`src/rtl/core/ree_pkg.sv`:
```
package ree_pkg;

  typedef enum logic [2:0] {
    OP_NONE = 3'd0,
    OP_ADD  = 3'd1,
    OP_SUB  = 3'd2,
    OP_MUL  = 3'd3,
    OP_DIV  = 3'd4,
    OP_MOD  = 3'd5
  } opr_e;

  localparam logic [7:0] CHAR_PLUS  = 8'h2B;
  localparam logic [7:0] CHAR_MINUS = 8'h2D;
  localparam logic [7:0] CHAR_STAR  = 8'h2A;
  localparam logic [7:0] CHAR_SLASH = 8'h2F;
  localparam logic [7:0] CHAR_PCT   = 8'h25;
  localparam logic [7:0] CHAR_UA    = 8'h41;
  localparam logic [7:0] CHAR_UF    = 8'h46;
  localparam logic [7:0] CHAR_ZERO  = 8'h30;

  localparam logic [0:0] CFG_INPUT_RADIX  = 1'b0;
  localparam logic [0:0] CFG_OUTPUT_RADIX = 1'b1;

  typedef struct packed {
    logic       op;
    logic [7:0] char_code;
  } in_item_t;

  typedef struct packed {
    logic [6:0] digit_char;
    logic       negative;
    logic       error;
    logic       last;
  } out_item_t;

  // Classified command from front to back.
  typedef struct packed {
    logic       finish;
    logic       is_opr;
    opr_e       opr;
    logic [7:0] char_code;
  } cmd_t;

  function automatic logic [6:0] digit_ascii(input logic [3:0] d);
    logic [6:0] r;
    if (d < 4'd10) r = 7'(CHAR_ZERO) + 7'(d);
    else r = 7'(CHAR_UA) + 7'(d) - 7'd10;
    return r;
  endfunction

endpackage

```
`src/rtl/core/ree_front.sv`:
```
module ree_front (
  input  logic              clk_i,
  input  logic              rst_ni,
  input  logic              in_valid_i,
  output logic              in_stall_o,
  input  ree_pkg::in_item_t in_data_i,
  output logic              q_valid_o,
  input  logic              q_ready_i,
  output ree_pkg::cmd_t     q_cmd_o
);

  localparam int Depth = 2;

  ree_pkg::cmd_t mem_q [Depth];
  logic [0:0] wptr_q, rptr_q;
  logic [1:0] cnt_q;
  ree_pkg::cmd_t cmd;
  logic push, pop;

  always_comb begin
    cmd.finish    = in_data_i.op;
    cmd.char_code = in_data_i.char_code;
    cmd.is_opr    = 1'b1;
    case (in_data_i.char_code)
      ree_pkg::CHAR_PLUS:  cmd.opr = ree_pkg::OP_ADD;
      ree_pkg::CHAR_MINUS: cmd.opr = ree_pkg::OP_SUB;
      ree_pkg::CHAR_STAR:  cmd.opr = ree_pkg::OP_MUL;
      ree_pkg::CHAR_SLASH: cmd.opr = ree_pkg::OP_DIV;
      ree_pkg::CHAR_PCT:   cmd.opr = ree_pkg::OP_MOD;
      default: begin
        cmd.opr    = ree_pkg::OP_NONE;
        cmd.is_opr = 1'b0;
      end
    endcase
  end

  assign in_stall_o = (cnt_q == 2'(Depth));
  assign push = in_valid_i && !in_stall_o;
  assign q_valid_o = (cnt_q != 2'd0);
  assign pop = q_valid_o && q_ready_i;
  assign q_cmd_o = mem_q[rptr_q];

  always_ff @(posedge clk_i) begin
    if (push) mem_q[wptr_q] <= cmd;
  end

  always_ff @(posedge clk_i or negedge rst_ni) begin
    if (!rst_ni) begin
      wptr_q <= '0;
      rptr_q <= '0;
      cnt_q  <= '0;
    end else begin
      if (push) wptr_q <= wptr_q + 1'b1;
      if (pop) rptr_q <= rptr_q + 1'b1;
      cnt_q <= cnt_q + 2'(push) - 2'(pop);
    end
  end

endmodule

```
`src/rtl/core/ree_back.sv`:
```
module ree_back #(
  parameter int DataWidth = 64
) (
  input  logic               clk_i,
  input  logic               rst_ni,
  input  logic [4:0]         input_radix_i,
  input  logic [1:0]         output_radix_code_i,
  input  logic               q_valid_i,
  output logic               q_ready_o,
  input  ree_pkg::cmd_t      q_cmd_i,
  output logic               out_valid_o,
  input  logic               out_stall_i,
  output ree_pkg::out_item_t out_data_o
);

  localparam int CntW = $clog2(DataWidth + 1);
  localparam int IdxW = $clog2(DataWidth);
  localparam int NibW = (DataWidth + 3) / 4;
  localparam int PadW = 4 * NibW;

  localparam logic [2:0] S_IDLE   = 3'd0;
  localparam logic [2:0] S_DIV    = 3'd1;
  localparam logic [2:0] S_FIN    = 3'd2;
  localparam logic [2:0] S_CONV   = 3'd3;
  localparam logic [2:0] S_EMIT   = 3'd4;
  localparam logic [2:0] S_DIGMUL = 3'd5;

  logic [2:0] st_q, st_d;
  logic [DataWidth-1:0] acc_q, opd_q, mag_q, quo_q, rem_q, dvs_q;
  logic [DataWidth-1:0] prod_q;
  logic [PadW-1:0] dec_q;
  logic [7:0] dchar_q;
  ree_pkg::opr_e pend_q;
  ree_pkg::opr_e newop_q;
  logic err_q, fin_q, neg_q;
  logic [CntW-1:0] bit_q, cnt_q, emit_q;
  logic [3:0] store_q [DataWidth];
  logic [3:0] rd_q;
  logic rd_ok_q;
  logic ovalid_q;
  ree_pkg::out_item_t odata_q;

  logic [DataWidth-1:0] a_mag, b_mag, rem_sh, sum_w, bvec, res_w, res_mag;
  logic rem_ge;
  logic [DataWidth:0] rem_tr;
  logic [IdxW-1:0] shamt;
  logic [3:0] dig_mask;
  logic [DataWidth-1:0] digit_w;
  logic conv_done;
  logic [7:0] dec_t;
  logic [14:0] dec_m;
  logic [3:0] dec_qd;
  logic [7:0] dec_r;
  logic set_err, set_dig;

  assign a_mag = acc_q[DataWidth-1] ? -acc_q : acc_q;
  assign b_mag = opd_q[DataWidth-1] ? -opd_q : opd_q;
  assign rem_sh = {rem_q[DataWidth-2:0], mag_q[DataWidth-1]};
  assign rem_tr = {rem_q, mag_q[DataWidth-1]} - {1'b0, dvs_q};
  assign rem_ge = !rem_tr[DataWidth];

  // Decimal step: remainder and next four dividend bits, quotient by reciprocal.
  assign dec_t  = {rem_q[3:0], dec_q[PadW-1 -: 4]};
  assign dec_m  = 15'(dec_t) * 15'd205;
  assign dec_qd = dec_m[14:11];
  assign dec_r  = dec_t - 8'(dec_qd) * 8'd10;

  always_comb begin
    case (output_radix_code_i)
      2'd0: begin shamt = IdxW'(1); dig_mask = 4'h1; end
      2'd1: begin shamt = IdxW'(3); dig_mask = 4'h7; end
      default: begin shamt = IdxW'(4); dig_mask = 4'hF; end
    endcase
  end

  // Digit of the current character: letters A-F map to 10-15, others code-48.
  always_comb begin
    if (dchar_q >= ree_pkg::CHAR_UA && dchar_q <= ree_pkg::CHAR_UF)
      digit_w = DataWidth'(dchar_q - ree_pkg::CHAR_UA) + DataWidth'(10);
    else
      digit_w = DataWidth'(dchar_q) - DataWidth'(ree_pkg::CHAR_ZERO);
  end

  assign sum_w = acc_q + opd_q;
  assign bvec = acc_q - opd_q;

  always_comb begin
    res_w = opd_q;
    case (pend_q)
      ree_pkg::OP_ADD: res_w = sum_w;
      ree_pkg::OP_SUB: res_w = bvec;
      ree_pkg::OP_MUL: res_w = prod_q;
      ree_pkg::OP_DIV:
        res_w = (acc_q[DataWidth-1] != opd_q[DataWidth-1]) ? -quo_q : quo_q;
      ree_pkg::OP_MOD: res_w = acc_q[DataWidth-1] ? -rem_q : rem_q;
      default: res_w = opd_q;
    endcase
  end

  assign res_mag = res_w[DataWidth-1] ? -res_w : res_w;

  // At least one digit is produced, so zero prints as a single zero.
  assign conv_done = ((mag_q == '0) && (cnt_q != '0)) || (cnt_q == CntW'(DataWidth));
  assign q_ready_o = (st_q == S_IDLE);

  always_comb begin
    st_d = st_q;
    case (st_q)
      S_IDLE: if (q_valid_i) begin
        if (!q_cmd_i.finish && !q_cmd_i.is_opr) st_d = S_DIGMUL;
        else if (q_valid_i) st_d = S_DIV;
      end
      S_DIGMUL: st_d = S_IDLE;
      S_DIV: if (bit_q == '0) st_d = S_FIN;
      S_FIN: st_d = fin_q ? S_CONV : S_IDLE;
      S_CONV: if (conv_done && (err_q || !ovalid_q || !out_stall_i))
        st_d = S_EMIT;
      S_EMIT: if (!ovalid_q || !out_stall_i)
        st_d = (emit_q == '0 && !rd_ok_q) ? S_IDLE : S_EMIT;
      default: st_d = S_IDLE;
    endcase
  end

  always_ff @(posedge clk_i) begin
    if (st_q == S_IDLE && q_valid_i) begin
      dchar_q <= q_cmd_i.char_code;
      newop_q <= q_cmd_i.opr;
      fin_q   <= q_cmd_i.finish;
      prod_q  <= '0;
      mag_q   <= a_mag;
      dvs_q   <= b_mag;
      rem_q   <= '0;
      quo_q   <= '0;
      bit_q   <= CntW'(DataWidth);
    end else if (st_q == S_DIV && bit_q != '0) begin
      if (rem_ge) rem_q <= rem_tr[DataWidth-1:0];
      else rem_q <= rem_sh;
      quo_q <= {quo_q[DataWidth-2:0], rem_ge};
      mag_q <= {mag_q[DataWidth-2:0], 1'b0};
      // Shift-add product, multiplier bits taken most significant first.
      prod_q <= {prod_q[DataWidth-2:0], 1'b0} +
                (opd_q[IdxW'(bit_q - 1'b1)] ? acc_q : '0);
      bit_q <= bit_q - 1'b1;
    end else if (st_q == S_FIN) begin
      mag_q <= res_mag;
      dec_q <= PadW'(res_mag);
      neg_q <= res_w[DataWidth-1];
      rem_q <= '0;
      quo_q <= '0;
    end else if (st_q == S_CONV && !conv_done) begin
      // Radix 10: four dividend bits per cycle; powers of two by shift.
      if (output_radix_code_i == 2'd2) begin
        if (bit_q == '0) begin
          store_q[cnt_q[IdxW-1:0]] <= 4'(rem_q);
          cnt_q <= cnt_q + 1'b1;
          mag_q <= quo_q;
          dec_q <= PadW'(quo_q);
          rem_q <= '0;
          quo_q <= '0;
          bit_q <= CntW'(NibW);
        end else begin
          rem_q <= DataWidth'(dec_r);
          quo_q <= {quo_q[DataWidth-5:0], dec_qd};
          dec_q <= {dec_q[PadW-5:0], 4'b0000};
          bit_q <= bit_q - 1'b1;
        end
      end else begin
        store_q[cnt_q[IdxW-1:0]] <= 4'(mag_q) & dig_mask;
        cnt_q <= cnt_q + 1'b1;
        mag_q <= mag_q >> shamt;
      end
    end
    if (st_q == S_DIV && bit_q == '0) begin
      bit_q  <= CntW'(NibW);
      cnt_q  <= '0;
    end
    if (st_q == S_CONV && conv_done) begin
      emit_q <= cnt_q;
      rd_ok_q <= 1'b0;
    end
    if (st_q == S_EMIT && (!ovalid_q || !out_stall_i) && emit_q != '0) begin
      rd_q <= store_q[IdxW'(emit_q - 1'b1)];
      rd_ok_q <= 1'b1;
      emit_q <= emit_q - 1'b1;
    end else if (st_q == S_EMIT && (!ovalid_q || !out_stall_i)) begin
      rd_ok_q <= 1'b0;
    end
  end

  assign set_err = (st_q == S_CONV) && conv_done && err_q;
  assign set_dig = (st_q == S_EMIT) && (!ovalid_q || !out_stall_i) && rd_ok_q && !err_q;

  always_ff @(posedge clk_i or negedge rst_ni) begin
    if (!rst_ni) begin
      st_q     <= S_IDLE;
      acc_q    <= '0;
      opd_q    <= '0;
      pend_q   <= ree_pkg::OP_NONE;
      err_q    <= 1'b0;
      ovalid_q <= 1'b0;
      odata_q  <= '0;
    end else begin
      st_q <= st_d;
      if (set_err || set_dig) ovalid_q <= 1'b1;
      else if (ovalid_q && !out_stall_i) ovalid_q <= 1'b0;
      if (st_q == S_DIGMUL)
        opd_q <= DataWidth'(opd_q * DataWidth'(input_radix_i)) + digit_w;
      if (st_q == S_FIN) begin
        if ((pend_q == ree_pkg::OP_DIV || pend_q == ree_pkg::OP_MOD) &&
            opd_q == '0) begin
          err_q <= 1'b1;
        end else begin
          acc_q <= res_w;
        end
        opd_q  <= '0;
        pend_q <= fin_q ? ree_pkg::OP_NONE : newop_q;
      end
      if (set_err) begin
        odata_q  <= '{digit_char: 7'(ree_pkg::CHAR_ZERO), negative: 1'b0,
                      error: 1'b1, last: 1'b1};
      end
      if (set_dig) begin
        odata_q  <= '{digit_char: ree_pkg::digit_ascii(rd_q), negative: neg_q,
                      error: 1'b0, last: (emit_q == '0)};
      end
      if (st_q == S_EMIT && st_d == S_IDLE) begin
        acc_q <= '0;
        opd_q <= '0;
        err_q <= 1'b0;
      end
    end
  end

  assign out_valid_o = ovalid_q;
  assign out_data_o  = odata_q;

endmodule

```
`src/rtl/core/radix_expression_evaluator.sv`:
```
// Left-to-right calculator taking one expression character per transaction.
// The front stage classifies each character (operator or digit) into a
// two-entry queue; the back stage runs it. A digit is folded into the
// operand in the back stage. An operator or finish runs a shared
// one-bit-per-cycle restoring divider and shift-add multiplier. Finish then
// converts the magnitude: radix 2/8/16 by shift, radix 10 four dividend
// bits a cycle; digits then stream out one per cycle unless stalled, most
// significant first, with last on the final one. A zero result prints as
// one zero digit. A divide by zero yields a single error transaction at
// finish. Configure only while idle.
module radix_expression_evaluator #(
  parameter int DataWidth = 64
) (
  input  logic               clk_i,
  input  logic               rst_ni,
  input  logic               in_valid_i,
  output logic               in_stall_o,
  input  ree_pkg::in_item_t  in_data_i,
  output logic               out_valid_o,
  input  logic               out_stall_i,
  output ree_pkg::out_item_t out_data_o,
  input  logic               cfg_valid_i,
  output logic               cfg_ready_o,
  input  logic [0:0]         cfg_index_i,
  input  logic [4:0]         cfg_data_i
);

  logic [4:0] in_radix_q;
  logic [1:0] out_code_q;
  logic q_valid, q_ready;
  ree_pkg::cmd_t q_cmd;

  assign cfg_ready_o = 1'b1;

  // Hold configuration; write it only while idle.
  always_ff @(posedge clk_i or negedge rst_ni) begin
    if (!rst_ni) begin
      in_radix_q <= 5'd10;
      out_code_q <= 2'd2;
    end else if (cfg_valid_i) begin
      case (cfg_index_i)
        ree_pkg::CFG_INPUT_RADIX:  in_radix_q <= cfg_data_i;
        ree_pkg::CFG_OUTPUT_RADIX: out_code_q <= cfg_data_i[1:0];
        default: ;
      endcase
    end
  end

  ree_front u_front (
    .clk_i, .rst_ni, .in_valid_i, .in_stall_o, .in_data_i,
    .q_valid_o(q_valid), .q_ready_i(q_ready), .q_cmd_o(q_cmd)
  );

  ree_back #(.DataWidth(DataWidth)) u_back (
    .clk_i, .rst_ni,
    .input_radix_i(in_radix_q), .output_radix_code_i(out_code_q),
    .q_valid_i(q_valid), .q_ready_o(q_ready), .q_cmd_i(q_cmd),
    .out_valid_o, .out_stall_i, .out_data_o
  );

endmodule
```
`config.mk`:
```
export PLATFORM = sky130hd
export DESIGN_NAME = radix_expression_evaluator
export DESIGN_NICKNAME = d
export VERILOG_FILES = /design/src/rtl/core/ree_pkg.sv /design/src/rtl/core/ree_front.sv /design/src/rtl/core/ree_back.sv /design/src/rtl/core/radix_expression_evaluator.sv
export SDC_FILE = /design/constraint.sdc
export NUM_CORES = 2
export LEC_CHECK = 0
export BUFFER_PORTS_ARGS = -buffer_cell sky130_fd_sc_hd__buf_2
export CAP_MARGIN = 10
export CORE_AREA = 2 2 429 431
export CTS_CLUSTER_DIAMETER = 100
export DETAILED_ROUTE_END_ITERATION = 6
export DIE_AREA = 0 0 431 433
export REMOVE_ABC_BUFFERS = 1
export SETUP_SLACK_MARGIN = 0.15
export SYNTH_ARGS = -nofsm -noshare
export SYNTH_HDL_FRONTEND = slang
export SYNTH_SLANG_ARGS = --single-unit
```
`constraint.sdc`:
```
create_clock -name clk_i -period 11.05 [get_ports clk_i]
set_input_delay 2.21 -clock clk_i [delete_from_list [all_inputs] [get_ports clk_i]]
set_output_delay 2.21 -clock clk_i [all_outputs]
set_load 0.1 [all_outputs]
```
=== Word-level counts from Yosys, hierarchy flattened ===
Memory sizes are Yosys's and may differ from the RTL's. A register that Yosys moved wholly into a read port is not among the register bits.
Cells that the tools add are included.

* Output and inout port bits: 13
* Memory bits (writable): 282
* Register bits: 576
* Logic and storage cells: 256
* Memories: 2
* Input port bits: 20

* Order comparisons: 4
* $add $sub $neg: 24
* Reduce and logical (&&, ||, !) cells: 74
* Mux-type cells: 86
* Eq/ne operators: 25
* Bitwise gates (word level): 6
* Shift operators: 1
* $mul: 3

{| class="wikitable"
|+ Memories
! name !! words !! width !! rd ports !! clocked after Yosys merged registers in !! wr ports !! line !! source
|-
| u_back.store_q || 64 || 4 || 1 || 1 || 1 || ree_back.sv:37 || <nowiki>logic [3:0] store_q [DataWidth];</nowiki>
|-
| u_front.mem_q || 2 || 13 || 1 || 0 || 1 || ree_front.sv:14 || <nowiki>ree_pkg::cmd_t mem_q [Depth];</nowiki>
|}

{| class="wikitable"
|+ Operators by type and width
! cell !! number
|-
| two-way mux 64 bit || 32
|-
| negator 64 bit || 5
|-
| case mux 64 bit (5 select lines) || 1
|-
| adder 64 bit || 3
|-
| zero test 64 bit || 2
|-
| two-way mux 7 bit || 11
|-
| subtractor 65 x 64 -> 65 bit || 1
|-
| adder 64 x 4 -> 64 bit (second input constant) || 1
|-
| multiplier 64 x 5 -> 64 bit || 1
|-
| >> shifter 64 x 3 -> 64 bit || 1
|-
| subtractor 64 bit || 1
|-
| two-way mux 63 bit || 1
|-
| equality test 8 x 6 -> 1 bit (second input constant) || 5
|-
| case mux 3 bit (5 select lines) || 2
|-
| two-way mux 1 bit || 24
|-
| nonzero test 2 bit || 11
|-
| two-way mux 3 bit || 7
|-
| nonzero test 7 bit || 3
|-
| two-way mux 10 bit || 2
|-
| logical AND 1 bit || 19
|-
| multiplier 8 x 8 -> 15 bit (second input constant) || 1
|-
| nonzero test 3 bit || 5
|-
| zero test 7 bit || 2
|-
| subtractor 7 x 1 -> 7 bit (second input constant) || 2
|-
| other kinds (46) || 80
|}

=== Longest topological paths before layout ===
* Depth in word-level cells: 11
* Depth in mapped cells: 33

=== Cells and area by module ===
Synthesis repeated with hierarchy kept, for this count alone.

* Cell total of the unflattened synthesis: 8141
* Area total of the unflattened synthesis: 72514.5 um^2

{| class="wikitable"
|+ Modules (own cells, without submodules)
! module !! cells an instance !! area an instance (um^2) !! times used !! sequential area each (um^2)
|-
| ree_back || 8051 || 70994.3 || 1 || 21971.1
|-
| ree_front || 72 || 1231.2 || 1 || 880.8
|-
| radix_expression_evaluator || 18 || 289.0 || 1 || 178.9
|}

=== Worst setup path after synthesis ===
OpenSTA, ideal clock, no wires.

* Kind: reg2reg
* Start: register u_back.dchar_q[0]
* End: register u_back.opd_q[62]
* Data arrival time: 8.003 ns
* Stages on the path, launching flop included: 32
* Path buffers: 0
* Setup time: 0.133 ns
* Clock period less this slack: 8.137 ns
* Required time: 10.917 ns
* Setup slack: 2.913 ns
* Path through: edfxtp_1 inv_1 ha_1 xor2_1 ha_1 nor4_1 a31oi_1 nor2_1 a2111oi_0 nand3_1 a211o_1 ha_1 a21oi_1 fa_1 fa_1 fa_1 inv_1 ha_1 a21oi_1 nand2_1 nor2_1 a22oi_1 a311oi_1 o21ai_0 a21oi_1 o211ai_1 a311oi_1 o21ai_0 a221oi_1 o221ai_1 xnor2_1 o21ai_0

* Cells in the longest elaborated chain, start to end: 7
* Elaborated cells on any way between the ends: 11

{| class="wikitable"
|+ Ends and longest elaborated chain
! item !! line !! source
|-
| start: declaration || ree_back.sv:32 || <nowiki>logic [7:0] dchar_q;</nowiki>
|-
| start signal: assignment || ree_back.sv:126 || <nowiki>dchar_q <= q_cmd_i.char_code;</nowiki>
|-
| subtractor 8 x 7 -> 9 bit (tied with other cells) || ree_back.sv:79 || <nowiki>digit_w = DataWidth'(dchar_q - ree_pkg::CHAR_UA) + DataWidth'(10);</nowiki>
|-
| adder 64 x 4 -> 64 bit or logical AND 1 bit (tied branches) || ree_back.sv:79, ree_back.sv:78 ||
|-
| two-way mux 64 bit * || ree_back.sv:78 || <nowiki>if (dchar_q >= ree_pkg::CHAR_UA && dchar_q <= ree_pkg::CHAR_UF)</nowiki>
|-
| adder 64 bit * || ree_back.sv:207 || <nowiki>opd_q <= DataWidth'(opd_q * DataWidth'(input_radix_i)) + digit_w;</nowiki>
|-
| two-way mux 64 bit * || ree_back.sv:206 || <nowiki>if (st_q == S_DIGMUL)</nowiki>
|-
| two-way mux 64 bit * || ree_back.sv:208 || <nowiki>if (st_q == S_FIN) begin</nowiki>
|-
| two-way mux 64 bit * || ree_back.sv:226 || <nowiki>if (st_q == S_EMIT && st_d == S_IDLE) begin</nowiki>
|-
| end signal: assignment || ree_back.sv:207 ||
|-
| end: declaration || ree_back.sv:29 || <nowiki>logic [DataWidth-1:0] acc_q, opd_q, mag_q, quo_q, rem_q, dvs_q;</nowiki>
|}

Every way passes the cells marked *; elsewhere a longest branch is shown, timed or not. The select of a mux whose other input is x is not followed.
A chain may end at the register's enable or synchronous reset.

=== Worst setup path after layout ===
* Start: register u_back.dchar_q[1]
* End: register u_back.opd_q[62]

The elaborated chain is that of the path after synthesis.

==> out/metrics.csv <==
stage,metric,value,unit
run_status,status,"finished, violations left",
run_status,failed_checks,DRC,
cts,numCtsBuffers,103,
placed_design,dpl.hpwl,210000,microns
synthesis,ys_warn_count,0,
synthesis,yosysMostFrequentCell,nand2_1,
timing,finalMaxSlewViolations,0,
timing,clock.fmax,107,MHz
setup_path,cp_common_cell,nor2_1,
synthesis,synth_flop_cell,edfxtp_1,
cts,root_buffer,clkbuf_16,
timing,max_slew_margin,0.0765,
setup_path,crit_arrival,10.04,ns
timing,rsz0062_at_grt,no,
die,ioPinCount,33,
min_path,min_from,u_back.prod_q[63]$_SDFFE_PP0P_,
cells_and_area,fin_area,78600,sq um
cts,clk_pin_slew,0.06,ns
global_route,grt_pass1_vias,61700,
die,rows,157,
drt,drt_iter0_markers,7508,
synthesis,ys_ff_latch,862,
cts,cts_setup_buffers,0,
cells_and_area,fin_nets,8534,
setup_path,ff2ff_path_depth,33,
setup_path,crit_cells,33,
synthesis,synth_cell_types,103,
drt,drtAntennaViolNets,0,
synthesis,ys_seq_area_frac,0.318,
drt,dr.pass1.iters,7,
timing,setup_viol,0,
synthesis,synth_commonest_cells,"1,136 x nand2_1, 650 x nor2_1, 566 x a21oi_1",
cts,cts.htree.levels,3,
timing,skew,0.0986,ns
timing,hold_viol,0,
setup_path,end_kind,flop,
synthesis,synth_top_area_frac,0.207,
cells_and_area,drive_gt1_frac,0.0864,
setup_path,path_buf_inv,3,
die,die_area,187000,sq um
min_path,hp-class,flop to flop,
setup_path,critPathLaunchType,flop,
global_route,gr-total-overflow,0,
timing,setup_tns,0,ns
min_path,worstHoldPathCells,2,
die,die_w,431,microns
drt,routedWlPerCell,26.9,microns
timing,fin_crit_sh,0.847,
drt,vias,65300,
cells_and_area,syn_to_final_growth,8.70,%
setup_path,critPathMaxStageDelay,0.61,ns
cts,postCtsHoldBufs,0,
placed_design,finalWeightedCongestion,0.999,
synthesis,synth_edf_count,498,
setup_path,worstPathRequired,11.73,ns
cells_and_area,nFillCells,17800,
placed_design,portBuffers,31,
cts,clock_path_buffers,3,
setup_path,cp_top_family,compound AO/OA/AOI/OAI gates,
die,die_h,433,microns
synthesis,avgSynthCellArea,8.83,sq um
drt,drt_wl_total,280000,microns
flow_run,maxCapViolations,0,
synthesis,yosys.area.top_type,edfxtp_1,
timing,fin_crit,9.36,ns
global_route,grt_max_degree,126,
die,core,182000,sq um
global_route,grt_pass1_wl,414000,microns
setup_path,critical_path.max_fanout,7,
drt,viasPerCell,6.28,
synthesis,postSynthCellCount,8188,
cts,cts-resized-gates,0,
setup_path,rr_endpoint,u_back.opd_q[62]$_DFFE_PN0P_,
cts,cts_tree,done,
global_route,antenna_found_initial,15,
drt,drc,4,
die,start_util,0.397,
placed_design,post_dp_cell_area,74900,sq um
setup_path,slowest_stage,a311oi_1,
cts,clock-sinks,862,
timing,tightest_slew,1.37,ns
global_route,track_usage,0.294,
cts,clock_latency,0.82,ns
setup_path,crit_start,u_back.dchar_q[1]$_DFFE_PP_,
synthesis,synth_area,72300,sq um
setup_path,regToRegSetupSlack,1.69,ns
setup_path,crit_type,flop to flop,
synthesis,async_flop_share,0.182,
setup_path,r2r_start,u_back.dchar_q[1]$_DFFE_PP_,
synthesis,synth.area.top_cells,"edfxtp_1 21%, fa_1 7.1%, nand2_1 5.9%",
min_path,min_to,u_back.prod_q[63]$_SDFFE_PP0P_,
## sequential cells by signal, indices dropped and copies added (netlist names), 26 cells and up
signal,count
u_back.mag_q,64
u_back.quo_q,64
u_back.dec_q,64
u_back.acc_q,64
u_back.prod_q,64
u_back.store_q,256
u_back.rem_q,64
u_front.mem_q,26
u_back.dvs_q,64
u_back.opd_q,64
## layout by cell type, fill, tap and decap left out, types with 59 or more instances in the layout
master / n
and3_1: 59
o22ai_1: 84
inv_1: 407
and2_1: 115
a211oi_1: 95
o21ai_0: 469
nor4_1: 68
o21a_1: 61
a31oi_1: 98
nor3_1: 148
o31ai_1: 114
a21oi_1: 564
dfxtp_1: 207
nand2_1: 1134
fa_1: 257
xor2_1: 227
edfxtp_1: 498
mux2i_1: 75
or3_1: 96
mux4_2: 164
dfrtp_1: 145
clkbuf_16: 104
nand3_1: 162
ha_1: 337
buf_4: 173
nand4_1: 96
nor2_1: 639
xnor2_1: 321
a21o_1: 167
## per-layer routing
layer	global-route usage	routed length, microns	up-vias
li1	-	-	29000
met2	0.445	122000	3110
met3	0.0626	25700	563
met5	0	80	-
met1	0.411	120000	32600
met4	0.111	11900	12
## worst reg2reg max path: cells and delay by family (launching register included)
family / cells / cell delay (ns)
adder cells (fa/ha/maj): 7 / 2.65
XOR/XNOR: 2 / 0.37
AO/OA/AOI/OAI: 14 / 4.39
AND/OR/NAND/NOR: 7 / 0.96
buffers and inverters: 3 / 0.45
flip-flops: 1 / 0.48
## metrics by stage
step                setup WS, ns   util  std cells  hold WS [ns]
detailed placement          1.26  0.411      10200         0.444
floorplan                  -4.12      -       7607         0.425
finish                      1.69  0.432      10400         0.465
CTS                         1.24  0.432      10400         0.460
global route                1.10  0.432      10400         0.493
global placement            1.29  0.411      10200         0.435
## logic make-up after synthesis
family	after synthesis	synth area share
AOI/OAI and AO/OA	2107	0.186
DFF	862	0.318
muxes	264	0.0654
buffers and inverters	992	0.0519
xor gates and xnor gates	552	0.0668
adders and majority gates	595	0.130
and+or+nand+nor	2815	0.182
other	1	0.0000519
## how the worst max path moves through the flow
stage | end | slack (ns)
6_report | u_back.opd_q[62]$_DFFE_PN0P_ | 1.69
5_1_grt | u_back.opd_q[62]$_DFFE_PN0P_ | 1.10
4_1_cts | u_back.opd_q[62]$_DFFE_PN0P_ | 1.24
3_5_place_dp | u_back.opd_q[62]$_DFFE_PN0P_ | 1.26
2_1_floorplan | u_back.store_q[0][1]$_DFFE_PP_ | -4.12
3_3_place_gp | u_back.opd_q[62]$_DFFE_PN0P_ | 1.29
## area by class of cell
class	instances	area [sq um]	share of cell area
sequential	862	23000	0.293
clock buffer	123	2740	0.0349
tap	2385	2980	0.0380
antenna	2	5.00	0.0000637
clock inverter	73	972	0.0124
multi-input combinational	6334	45800	0.583
inverter	411	1550	0.0197
timing repair buffer	207	1520	0.0193
Power is not shown: default switching activity piles up to over one toggle a cycle in this logic, so the estimate is an artifact.
